[src/hw/rtl/csc_pkg.sv]
// Shared types and constants for the current sense calibrate/convert block.
// No dependencies; used by the interfaces, the top level and the checker.
package csc_pkg;

    // Field widths
    localparam int SAMPLE_W   = 12;
    localparam int CUTOFF_W   = 12;
    localparam int VREF_W     = 16;
    localparam int FS_W       = 16;
    localparam int OFFS_W     = 16;
    localparam int GAIN_W     = 21;
    localparam int CUR_W      = 32;
    localparam int ZERO_W     = 12;
    localparam int SUM_W      = 17;
    localparam int COUNT_W    = 6;
    localparam int CFG_IDX_W  = 3;
    localparam int CFG_DATA_W = 32;

    // Default ADC resolution
    localparam int ADC_BITS_DEF = 12;

    // Calibration limits
    localparam int CAL_LIMIT      = 32;
    localparam int CAL_DONE_COUNT = 31;

    // Millivolt to microvolt factor
    localparam int UV_PER_MV = 1000;

    // Register reset values
    localparam logic [CUTOFF_W-1:0] CUTOFF_RST = 12'd4095;
    localparam logic [VREF_W-1:0]   VREF_RST   = 16'd3300;
    localparam logic [FS_W-1:0]     FS_RST     = 16'd4095;

    // Configuration register indexes
    typedef enum logic [CFG_IDX_W-1:0] {
        REG_CALIB_CUTOFF   = 3'd0,
        REG_VREF_MV        = 3'd1,
        REG_ADC_FULL_SCALE = 3'd2,
        REG_ADC_OFFSET_MV  = 3'd3,
        REG_SENSOR_GAIN_UV = 3'd4
    } csc_reg_t;

    // Sequencer states
    typedef enum logic [2:0] {
        ST_IDLE,
        ST_MUL,
        ST_DIV,
        ST_SCALE,
        ST_OUT
    } csc_state_t;

    // What the shared divider is working on
    typedef enum logic [1:0] {
        DIV_CAL,
        DIV_VOLT,
        DIV_CUR
    } csc_div_t;

endpackage

[src/hw/rtl/csc_ifs.sv]
// Channel interfaces for the current sense calibrate/convert block.
// Depends on csc_pkg for field widths.
interface csc_sample_if;
    logic                          valid;
    logic                          ready;
    logic                          action;
    logic [csc_pkg::SAMPLE_W-1:0]  sample;

    modport source (output valid, action, sample, input ready);
    modport sink   (input valid, action, sample, output ready);
endinterface

interface csc_result_if;
    logic                          valid;
    logic                          ready;
    logic signed [csc_pkg::CUR_W-1:0] meas_current;
    logic                          calib_done;
    logic [csc_pkg::ZERO_W-1:0]    zero_level;

    modport source (output valid, meas_current, calib_done, zero_level, input ready);
    modport sink   (input valid, meas_current, calib_done, zero_level, output ready);
endinterface

interface csc_cfg_if;
    logic                            valid;
    logic                            ready;
    logic [csc_pkg::CFG_IDX_W-1:0]   index;
    logic [csc_pkg::CFG_DATA_W-1:0]  data;

    modport source (output valid, index, data, input ready);
    modport sink   (input valid, index, data, output ready);
endinterface

[src/hw/rtl/current_sense_calibrate_convert.sv]
// Current sensor zero-offset calibration and current conversion, top level.
// Depends on csc_pkg and the channel interfaces in csc_ifs.sv.
//
//   channel    dir  payload                                transfer when
//   sample_ch  in   action, sample                         valid && ready
//   result_ch  out  meas_current, calib_done, zero_level   valid && ready
//   cfg        in   index, data                            valid && ready
//
// One item at a time. Calibration runs the 17-step divider only when the
// offset is recomputed. Measurement runs the 12-step bit-serial multiply and
// the shared restoring divider (28 + 40 steps). Zero scale or gain skips both.
// A waiting result does not block the next item; a finished item stalls in
// ST_OUT until the output register is free.
// rst_n clears control, configuration and calibration state; the datapath
// shift registers are loaded on each transfer. cfg is always ready.
module current_sense_calibrate_convert #(
    parameter int ADC_BITS = csc_pkg::ADC_BITS_DEF
) (
    input  logic         clk,
    input  logic         rst_n,
    csc_sample_if.sink   sample_ch,
    csc_result_if.source result_ch,
    csc_cfg_if.sink      cfg
);
    import csc_pkg::*;

    // Sample bits actually used
    localparam int RAW_W  = (ADC_BITS < SAMPLE_W) ? ADC_BITS : SAMPLE_W;
    localparam int PROD_W = SAMPLE_W + VREF_W;
    localparam int DVD_W  = 40;
    localparam int DVS_W  = GAIN_W;
    localparam int DIFF_W = PROD_W + 2;
    localparam int MAG_W  = PROD_W + 1;
    localparam int CNT_W  = 6;

    // Configuration registers
    logic [CUTOFF_W-1:0]     cutoff_reg;
    logic [VREF_W-1:0]       vref_reg;
    logic [FS_W-1:0]         fs_reg;
    logic signed [OFFS_W-1:0] offs_reg;
    logic signed [GAIN_W-1:0] gain_reg;

    // Calibration state
    logic [SUM_W-1:0]   calib_sum_reg,   calib_sum_next;
    logic [COUNT_W-1:0] calib_count_reg, calib_count_next;
    logic [ZERO_W-1:0]  zero_offset_reg;

    // Sequencer
    csc_state_t state_reg, state_next;
    csc_div_t   kind_reg;
    logic [CNT_W-1:0] cnt_reg;
    logic       meas_reg;

    // Datapath shift registers
    logic [SAMPLE_W-1:0] mplr_reg;
    logic [PROD_W-1:0]   prod_reg, prod_next;
    logic [DVD_W-1:0]    dvd_reg, dvd_next;
    logic [DVS_W-1:0]    dvs_reg;
    logic [DVS_W-1:0]    rem_reg, rem_next;
    logic                neg_reg;

    // Output register
    logic                    out_valid_reg;
    logic signed [CUR_W-1:0] cur_reg;
    logic                    done_reg;
    logic [ZERO_W-1:0]       zero_reg;

    logic in_acc, cfg_acc, out_load, cal_take, cal_div;
    logic [SAMPLE_W-1:0] sample_m, raw;
    logic [DVS_W+1:0]    trial;
    logic signed [DIFF_W-1:0] diff;
    logic [MAG_W-1:0]    mag;
    logic [DVD_W-1:0]    num;
    logic [DVS_W-1:0]    gain_mag;
    logic signed [CUR_W-1:0] sat;

    assign in_acc  = sample_ch.valid && sample_ch.ready;
    assign cfg_acc = cfg.valid && cfg.ready;
    assign out_load = (state_reg == ST_OUT) && (!out_valid_reg || result_ch.ready);

    // Sample masked to the ADC resolution, offset removed with clamp at zero
    always_comb
    begin
        sample_m = '0;
        sample_m[RAW_W-1:0] = sample_ch.sample[RAW_W-1:0];
        raw = (sample_m > zero_offset_reg) ? (sample_m - zero_offset_reg) : '0;
    end

    // Calibration accumulate
    assign cal_take = (calib_count_reg < COUNT_W'(CAL_LIMIT))
                      && (sample_m <= cutoff_reg);
    always_comb
    begin
        calib_sum_next   = calib_sum_reg;
        calib_count_next = calib_count_reg;
        if (cal_take)
        begin
            calib_sum_next   = calib_sum_reg + SUM_W'(sample_m);
            calib_count_next = calib_count_reg + COUNT_W'(1);
        end
    end
    assign cal_div = calib_count_next >= COUNT_W'(CAL_DONE_COUNT);

    // Multiplier step, MSB of the multiplier first
    assign prod_next = {prod_reg[PROD_W-2:0], 1'b0}
                     + (mplr_reg[SAMPLE_W-1] ? PROD_W'(vref_reg) : '0);

    // Restoring divider step
    always_comb
    begin
        trial    = {1'b0, rem_reg, dvd_reg[DVD_W-1]} - {2'b00, dvs_reg};
        rem_next = trial[DVS_W+1] ? {rem_reg[DVS_W-2:0], dvd_reg[DVD_W-1]}
                                  : trial[DVS_W-1:0];
        dvd_next = {dvd_reg[DVD_W-2:0], ~trial[DVS_W+1]};
    end

    // Offset removal, scale to microvolts, operand signs
    always_comb
    begin
        diff = $signed({2'b00, dvd_reg[PROD_W-1:0]})
             - $signed({{(DIFF_W-OFFS_W){offs_reg[OFFS_W-1]}}, offs_reg});
        mag  = diff[DIFF_W-1] ? MAG_W'(-diff) : MAG_W'(diff);
        num  = DVD_W'(mag) * DVD_W'(UV_PER_MV);
        gain_mag = gain_reg[GAIN_W-1] ? DVS_W'(-gain_reg) : DVS_W'(gain_reg);
    end

    // Sign and saturation of the final quotient
    always_comb
    begin
        if (neg_reg)
        begin
            if (dvd_reg > DVD_W'(64'h8000_0000))
                sat = {1'b1, {(CUR_W-1){1'b0}}};
            else
                sat = -$signed(dvd_reg[CUR_W-1:0]);
        end
        else
        begin
            if (dvd_reg > DVD_W'(64'h7FFF_FFFF))
                sat = {1'b0, {(CUR_W-1){1'b1}}};
            else
                sat = $signed(dvd_reg[CUR_W-1:0]);
        end
    end

    // Next state
    always_comb
    begin
        state_next = state_reg;
        case (state_reg)
            ST_IDLE:
            begin
                if (in_acc)
                begin
                    if (!sample_ch.action)
                        state_next = cal_div ? ST_DIV : ST_OUT;
                    else if (fs_reg == '0 || gain_reg == '0)
                        state_next = ST_OUT;
                    else
                        state_next = ST_MUL;
                end
            end
            ST_MUL:
            begin
                if (cnt_reg == CNT_W'(1))
                    state_next = ST_DIV;
            end
            ST_DIV:
            begin
                if (cnt_reg == CNT_W'(1))
                    state_next = (kind_reg == DIV_VOLT) ? ST_SCALE : ST_OUT;
            end
            ST_SCALE:
            begin
                state_next = ST_DIV;
            end
            ST_OUT:
            begin
                if (out_load)
                    state_next = ST_IDLE;
            end
            default:
            begin
                state_next = ST_IDLE;
            end
        endcase
    end

    // Handshake outputs
    always_comb
    begin
        sample_ch.ready        = (state_reg == ST_IDLE);
        cfg.ready              = 1'b1;
        result_ch.valid        = out_valid_reg;
        result_ch.meas_current = cur_reg;
        result_ch.calib_done   = done_reg;
        result_ch.zero_level   = zero_reg;
    end

    // Control, configuration and calibration state
    always_ff @(posedge clk or negedge rst_n)
    begin
        if (!rst_n)
        begin
            state_reg       <= ST_IDLE;
            kind_reg        <= DIV_CAL;
            cnt_reg         <= '0;
            meas_reg        <= 1'b0;
            cutoff_reg      <= CUTOFF_RST;
            vref_reg        <= VREF_RST;
            fs_reg          <= FS_RST;
            offs_reg        <= '0;
            gain_reg        <= '0;
            calib_sum_reg   <= '0;
            calib_count_reg <= '0;
            zero_offset_reg <= '0;
            out_valid_reg   <= 1'b0;
            cur_reg         <= '0;
            done_reg        <= 1'b0;
            zero_reg        <= '0;
        end
        else
        begin
            state_reg <= state_next;

            // Register writes
            if (cfg_acc)
            begin
                case (cfg.index)
                    REG_CALIB_CUTOFF:   cutoff_reg <= cfg.data[CUTOFF_W-1:0];
                    REG_VREF_MV:        vref_reg   <= cfg.data[VREF_W-1:0];
                    REG_ADC_FULL_SCALE: fs_reg     <= cfg.data[FS_W-1:0];
                    REG_ADC_OFFSET_MV:  offs_reg   <= $signed(cfg.data[OFFS_W-1:0]);
                    REG_SENSOR_GAIN_UV: gain_reg   <= $signed(cfg.data[GAIN_W-1:0]);
                    default:            ;
                endcase
            end

            // Step counter and divider job
            case (state_reg)
                ST_IDLE:
                begin
                    if (in_acc)
                    begin
                        meas_reg <= sample_ch.action;
                        if (!sample_ch.action)
                        begin
                            calib_sum_reg   <= calib_sum_next;
                            calib_count_reg <= calib_count_next;
                            kind_reg        <= DIV_CAL;
                            cnt_reg         <= CNT_W'(SUM_W);
                        end
                        else
                        begin
                            cnt_reg <= CNT_W'(SAMPLE_W);
                        end
                    end
                end
                ST_MUL:
                begin
                    if (cnt_reg == CNT_W'(1))
                    begin
                        kind_reg <= DIV_VOLT;
                        cnt_reg  <= CNT_W'(PROD_W);
                    end
                    else
                    begin
                        cnt_reg <= cnt_reg - CNT_W'(1);
                    end
                end
                ST_DIV:
                begin
                    cnt_reg <= cnt_reg - CNT_W'(1);
                    if (cnt_reg == CNT_W'(1) && kind_reg == DIV_CAL)
                        zero_offset_reg <= dvd_next[ZERO_W-1:0];
                end
                ST_SCALE:
                begin
                    kind_reg <= DIV_CUR;
                    cnt_reg  <= CNT_W'(DVD_W);
                end
                default:
                begin
                end
            endcase

            // Output register
            if (out_load)
            begin
                out_valid_reg <= 1'b1;
                cur_reg       <= meas_reg ? sat : '0;
                done_reg      <= calib_count_reg >= COUNT_W'(CAL_DONE_COUNT);
                zero_reg      <= zero_offset_reg;
            end
            else if (result_ch.ready)
            begin
                out_valid_reg <= 1'b0;
            end
        end
    end

    // Multiplier and divider shift registers
    always_ff @(posedge clk)
    begin
        case (state_reg)
            ST_IDLE:
            begin
                if (in_acc)
                begin
                    mplr_reg <= raw;
                    prod_reg <= '0;
                    rem_reg  <= '0;
                    neg_reg  <= 1'b0;
                    if (!sample_ch.action)
                    begin
                        dvd_reg <= {calib_sum_next, {(DVD_W-SUM_W){1'b0}}};
                        dvs_reg <= DVS_W'(calib_count_next);
                    end
                    else
                    begin
                        dvd_reg <= '0;
                        dvs_reg <= DVS_W'(fs_reg);
                    end
                end
            end
            ST_MUL:
            begin
                prod_reg <= prod_next;
                mplr_reg <= {mplr_reg[SAMPLE_W-2:0], 1'b0};
                if (cnt_reg == CNT_W'(1))
                    dvd_reg <= {prod_next, {(DVD_W-PROD_W){1'b0}}};
            end
            ST_DIV:
            begin
                dvd_reg <= dvd_next;
                rem_reg <= rem_next;
            end
            ST_SCALE:
            begin
                dvd_reg <= num;
                dvs_reg <= gain_mag;
                rem_reg <= '0;
                neg_reg <= diff[DIFF_W-1] ^ gain_reg[GAIN_W-1];
            end
            default:
            begin
            end
        endcase
    end

endmodule

[src/flat_wrapper.sv]
// flat-port wrapper written by rule: the top's interface ports become plain ports
module current_sense_calibrate_convert_flat import csc_pkg::*;
#(
    parameter int ADC_BITS = csc_pkg::ADC_BITS_DEF
)
  (clk, rst_n, sample_ch_valid, sample_ch_action, sample_ch_sample, sample_ch_ready, result_ch_valid, result_ch_meas_current, result_ch_calib_done, result_ch_zero_level, result_ch_ready, cfg_valid, cfg_index, cfg_data, cfg_ready);
  csc_sample_if sample_ch_i ();
  csc_result_if result_ch_i ();
  csc_cfg_if cfg_i ();
  input  logic clk;
  input  logic rst_n;
  input wire logic [$bits(sample_ch_i.valid)-1:0] sample_ch_valid;
  input wire logic [$bits(sample_ch_i.action)-1:0] sample_ch_action;
  input wire logic [$bits(sample_ch_i.sample)-1:0] sample_ch_sample;
  output wire logic [$bits(sample_ch_i.ready)-1:0] sample_ch_ready;
  output wire logic [$bits(result_ch_i.valid)-1:0] result_ch_valid;
  output wire logic [$bits(result_ch_i.meas_current)-1:0] result_ch_meas_current;
  output wire logic [$bits(result_ch_i.calib_done)-1:0] result_ch_calib_done;
  output wire logic [$bits(result_ch_i.zero_level)-1:0] result_ch_zero_level;
  input wire logic [$bits(result_ch_i.ready)-1:0] result_ch_ready;
  input wire logic [$bits(cfg_i.valid)-1:0] cfg_valid;
  input wire logic [$bits(cfg_i.index)-1:0] cfg_index;
  input wire logic [$bits(cfg_i.data)-1:0] cfg_data;
  output wire logic [$bits(cfg_i.ready)-1:0] cfg_ready;
  assign sample_ch_i.valid = sample_ch_valid;
  assign sample_ch_i.action = sample_ch_action;
  assign sample_ch_i.sample = sample_ch_sample;
  assign sample_ch_ready = sample_ch_i.ready;
  assign result_ch_valid = result_ch_i.valid;
  assign result_ch_meas_current = result_ch_i.meas_current;
  assign result_ch_calib_done = result_ch_i.calib_done;
  assign result_ch_zero_level = result_ch_i.zero_level;
  assign result_ch_i.ready = result_ch_ready;
  assign cfg_i.valid = cfg_valid;
  assign cfg_i.index = cfg_index;
  assign cfg_i.data = cfg_data;
  assign cfg_ready = cfg_i.ready;
  current_sense_calibrate_convert #(.ADC_BITS(ADC_BITS)) u_core (.clk(clk), .rst_n(rst_n), .sample_ch(sample_ch_i), .result_ch(result_ch_i), .cfg(cfg_i));
endmodule
[config.mk]
export PLATFORM = sky130hd
export DESIGN_NAME = current_sense_calibrate_convert_flat
export DESIGN_NICKNAME = d
export VERILOG_FILES = /design/src/hw/rtl/csc_pkg.sv /design/src/hw/rtl/csc_ifs.sv /design/src/hw/rtl/current_sense_calibrate_convert.sv /design/src/flat_wrapper.sv
export SDC_FILE = /design/constraint.sdc
export NUM_CORES = 1
export LEC_CHECK = 0
export ABC_CLOCK_PERIOD_IN_PS = 9700
export BUFFER_PORTS_ARGS = -buffer_cell sky130_fd_sc_hd__buf_2
export CORE_MARGIN = 2
export CORE_UTILIZATION = 55
export CTS_BUF_LIST = sky130_fd_sc_hd__clkbuf_8
export DETAILED_ROUTE_END_ITERATION = 10
export GPL_TIMING_DRIVEN = 0
export PLACE_DENSITY = 0.78
export SYNTH_ARGS = -nofsm -noshare
export SYNTH_HDL_FRONTEND = slang
export SYNTH_SLANG_ARGS = --single-unit
[constraint.sdc]
create_clock -name clk -period 9.7 [get_ports clk]
set_clock_uncertainty 0.2 [all_clocks]
set_input_delay 1.455 -clock clk [delete_from_list [all_inputs] [get_ports clk]]
set_output_delay 1.455 -clock clk [all_outputs]
set_load 0.005 [all_outputs]
==> impl_metrics.prom <==
# TYPE chip_impl_metric gauge
chip_impl_info{name="status",value="finished, final reports clean"} 1
chip_impl_metric{name="synth.lib_cells_used.distinct",unit=""} 96
chip_impl_metric{name="arrival",unit="ps"} 9490
chip_impl_metric{name="place_worst_setup_slack",unit="ps"} -712
chip_impl_metric{name="timing.critical_path.slowest_cell_delay",unit="ps"} 560
chip_impl_info{name="crit_path_frequent_cell",value="sky130_fd_sc_hd__o21ai_0"} 1
chip_impl_info{name="netlist_top_cells_area",value="sky130_fd_sc_hd__edfxtp_1 15%, sky130_fd_sc_hd__dfrtp_1 15%, sky130_fd_sc_hd__ha_1 9.6%"} 1
chip_impl_metric{name="yosys_warns",unit=""} 0
chip_impl_info{name="cts_tree",value="done"} 1
chip_impl_info{name="timing.rr.start",value="u_core.dvd_reg[4]"} 1
chip_impl_metric{name="finalWirelength",unit="um"} 66400
chip_impl_metric{name="max_slew.worst_pin.slew",unit="ps"} 1380
chip_impl_metric{name="final.fill_count",unit=""} 3523
chip_impl_metric{name="floorplan.rows",unit=""} 76
chip_impl_metric{name="yosysSeqAreaShare",unit=""} 0.338
chip_impl_metric{name="worst_setup_hold_path_clk_slew",unit="ps"} 70
chip_impl_metric{name="synth_fp_nets",unit=""} 2875
chip_impl_metric{name="synth_enable_flop_cells",unit=""} 122
chip_impl_metric{name="floorplan.die_area",unit="sq um"} 45000
chip_impl_metric{name="report.final.setup_viol",unit=""} 0
chip_impl_metric{name="synthesis.area",unit="sq um"} 23800
chip_impl_metric{name="route.detailed.drc",unit=""} 0
chip_impl_metric{name="antenna_violating_nets_post_route",unit=""} 0
chip_impl_metric{name="flow.area_growth_from_synthesis",unit="%"} 10.9
chip_impl_info{name="layout.cells.most_common_list",value="264 x sky130_fd_sc_hd__inv_1, 247 x sky130_fd_sc_hd__nand2_1, 208 x sky130_fd_sc_hd__o21ai_0"} 1
chip_impl_metric{name="final_period_utilization",unit=""} 0.967
chip_impl_info{name="hold_path.class",value="reg -> reg"} 1
chip_impl_info{name="crit_start",value="u_core.dvd_reg[4]"} 1
chip_impl_metric{name="global_route_wire_length_before_repair",unit="um"} 104000
chip_impl_metric{name="drt_iter0_markers",unit=""} 2015
chip_impl_info{name="cts.root.buffer_cell",value="sky130_fd_sc_hd__clkbuf_8"} 1
chip_impl_metric{name="vias_per_cell",unit=""} 5.99
chip_impl_metric{name="final-max-slew-violation-count",unit=""} 0
chip_impl_metric{name="grt_util_all_layers",unit=""} 0.296
chip_impl_metric{name="slew_headroom",unit=""} 0.0728
chip_impl_metric{name="synth.avg_cell_area",unit="sq um"} 9.40
chip_impl_metric{name="layout_setup_ws",unit="ps"} 322
chip_impl_metric{name="timing_hold_violations_final",unit=""} 0
chip_impl_metric{name="grt_max_degree",unit=""} 120
chip_impl_metric{name="wl_per_cell",unit="um"} 20.0
chip_impl_metric{name="firstDrtPassIters",unit=""} 5
chip_impl_metric{name="mapped_cells",unit=""} 2531
chip_impl_metric{name="critical_path.max_fanout",unit=""} 10
chip_impl_metric{name="ctsHtreeMaxLevel",unit=""} 2
chip_impl_metric{name="fp.dieH",unit="um"} 212
chip_impl_metric{name="layout.nets",unit=""} 3032
chip_impl_metric{name="regToRegSetupSlack",unit="ps"} 320
chip_impl_metric{name="horizontal_die_dimension",unit="um"} 212
chip_impl_metric{name="worst-endpoint-required",unit="ps"} 9820
chip_impl_metric{name="placeableCoreArea",unit="sq um"} 42900
chip_impl_metric{name="grt_overflow_total",unit=""} 0
chip_impl_info{name="layout_commonest_cell",value="sky130_fd_sc_hd__inv_1"} 1
chip_impl_metric{name="clk_latency",unit="ps"} 590
chip_impl_metric{name="port-buffer-count",unit=""} 88
chip_impl_metric{name="multi_input_comb_area",unit="sq um"} 14700
chip_impl_metric{name="layout.area.seq",unit="sq um"} 8060
chip_impl_metric{name="timing.final.crit_period",unit="ps"} 9380
chip_impl_metric{name="max_reg_flops",unit=""} 40
chip_impl_metric{name="first_global_vias",unit=""} 19000
chip_impl_metric{name="cap_viol_max_count",unit=""} 0
chip_impl_info{name="type_of_the_worst_setup_path",value="reg -> reg"} 1
chip_impl_info{name="worst_setup_path_start_kind",value="flop"} 1
chip_impl_metric{name="cts.path.max_buffers",unit=""} 3
chip_impl_info{name="timing.critical_path.to_type",value="flop"} 1
chip_impl_metric{name="place.gp.congestion",unit=""} 0.946
chip_impl_metric{name="fin_worst_hold_slack",unit="ps"} 279
chip_impl_info{name="synth_area_leader_cell",value="sky130_fd_sc_hd__edfxtp_1"} 1
chip_impl_info{name="cp_slowest_cell",value="sky130_fd_sc_hd__edfxtp_1"} 1
chip_impl_metric{name="synth_top_area_share",unit=""} 0.154
chip_impl_metric{name="drive_gt1_frac",unit=""} 0.135
chip_impl_metric{name="synth.ff_latch_count",unit=""} 296
chip_impl_metric{name="tritoncts.num_buffers",unit=""} 47
chip_impl_metric{name="via_count",unit=""} 19800
chip_impl_metric{name="count_of_boundary_i_o_pins",unit=""} 101
chip_impl_info{name="timing.hold.worst.start",value="u_core.result_ch.meas_current[20]"} 1
chip_impl_metric{name="detailed_place_hpwl",unit="um"} 51400
chip_impl_info{name="synth-main-ff-cell",value="sky130_fd_sc_hd__dfrtp_1"} 1
chip_impl_metric{name="initial_antenna_violation_count",unit=""} 0
chip_impl_metric{name="initial_utilization",unit=""} 0.555
chip_impl_metric{name="clock.fmax",unit="GHz"} 0.107
chip_impl_metric{name="cts.sink_count",unit=""} 296
chip_impl_metric{name="ys_async_sr_fraction",unit=""} 0.588
[per-stage QoR]
step / std cells / setup TNS [ps] / util / area (sq um)
2_1_floorplan: 2531 / 0 / - / 23800
3_3_place_gp: 3204 / -1720 / 0.582 / 25000
3_5_place_dp: 3209 / -3870 / 0.585 / 25100
4_1_cts: 3299 / 0 / 0.611 / 26200
5_1_grt: 3311 / -31.8 / 0.615 / 26400
6_report: 3312 / 0 / 0.615 / 26400
[cells by family (layout without fill, tap and decap cells)]
| group | Yosys count | count (layout) | share of synthesized area |
|---|---|---|---|
| AOI/OAI and AO/OA | 617 | 617 | 0.163 |
| xor gates and xnor gates | 171 | 171 | 0.0645 |
| adders and majority gates | 293 | 293 | 0.188 |
| buffers and inverters | 341 | 536 | 0.0543 |
| DFF | 296 | 296 | 0.338 |
| muxes | 106 | 106 | 0.0493 |
| other | 1 | 2 | 0.000158 |
| and+or+nand+nor | 706 | 706 | 0.142 |
[critical path, delay by kind of cell, from the launching register on]
| family | cells | cell delay (ps) |
|---|---|---|
| flip-flops | 1 | 560 |
| AO/OA/AOI/OAI | 16 | 3840 |
| buffers and inverters | 4 | 600 |
| AND/OR/NAND/NOR | 1 | 190 |
| adder cells (fa/ha/maj) | 6 | 2790 |
| XOR/XNOR | 2 | 510 |
| multiplexers | 1 | 370 |
[metal layers]
layer | vias to the layer above | global-route usage | part of all wire
met3 | 142 | 0.0349 | 0.084
met2 | 808 | 0.474 | 0.46
met1 | 9683 | 0.414 | 0.42
met5 | - | 0 | 0
met4 | 0 | 0.109 | 0.039
li1 | 9199 | - | -
[worst paths after layout]
| kind | cells past startpoint | endpoint |
|---|---|---|
| worst min-delay path | 2 | u_core.result_ch.meas_current[20] |
| worst max register to register | 30 | u_core.dvd_reg[38] |
| min in group asynchronous | 1 | u_core.calib_count_reg[1] |
| max in group asynchronous | 2 | u_core.vref_reg[0] |
| worst max-delay path | 30 | u_core.dvd_reg[38] |
| worst min register to register | 2 | u_core.result_ch.meas_current[20] |
[area by class of cell]
| type | instances | share of cell area |
|---|---|---|
| diodes | 1 | 0.0000948 |
| plain buffers | 88 | 0.0131 |
| clock buffers | 59 | 0.0308 |
| clock inverters | 28 | 0.00649 |
| inverters | 253 | 0.0361 |
| multi-input cells | 1894 | 0.556 |
| flip-flops and latches | 296 | 0.305 |
| well taps | 585 | 0.0277 |
| repair buffers | 107 | 0.0245 |
| repair inverters | 1 | 0.000190 |
[synth_stat cells, types with 40 or more instances]
library cell               count
sky130_fd_sc_hd__inv_1       250
sky130_fd_sc_hd__a21oi_1     133
sky130_fd_sc_hd__ha_1        183
sky130_fd_sc_hd__nand3_1      63
sky130_fd_sc_hd__a21o_1       48
sky130_fd_sc_hd__nor3_1       40
sky130_fd_sc_hd__edfxtp_1    122
sky130_fd_sc_hd__mux2_2       87
sky130_fd_sc_hd__clkbuf_1     75
sky130_fd_sc_hd__fa_1        108
sky130_fd_sc_hd__nor2_1      157
sky130_fd_sc_hd__o21ai_0     208
sky130_fd_sc_hd__nand2_1     248
sky130_fd_sc_hd__xnor2_1     104
sky130_fd_sc_hd__xor2_1       62
sky130_fd_sc_hd__dfrtp_1     144
[repair_timing]
item	4_1_cts	5_1_grt
endpoints found under the setup margin	10	12
gates resized for setup	19	15
hold buffers	0	0
cloned	0	1
setup buffers	3	11
pin swaps	1	3
Power is not shown: default switching activity piles up to over one toggle a cycle in this logic, so the estimate is an artifact.
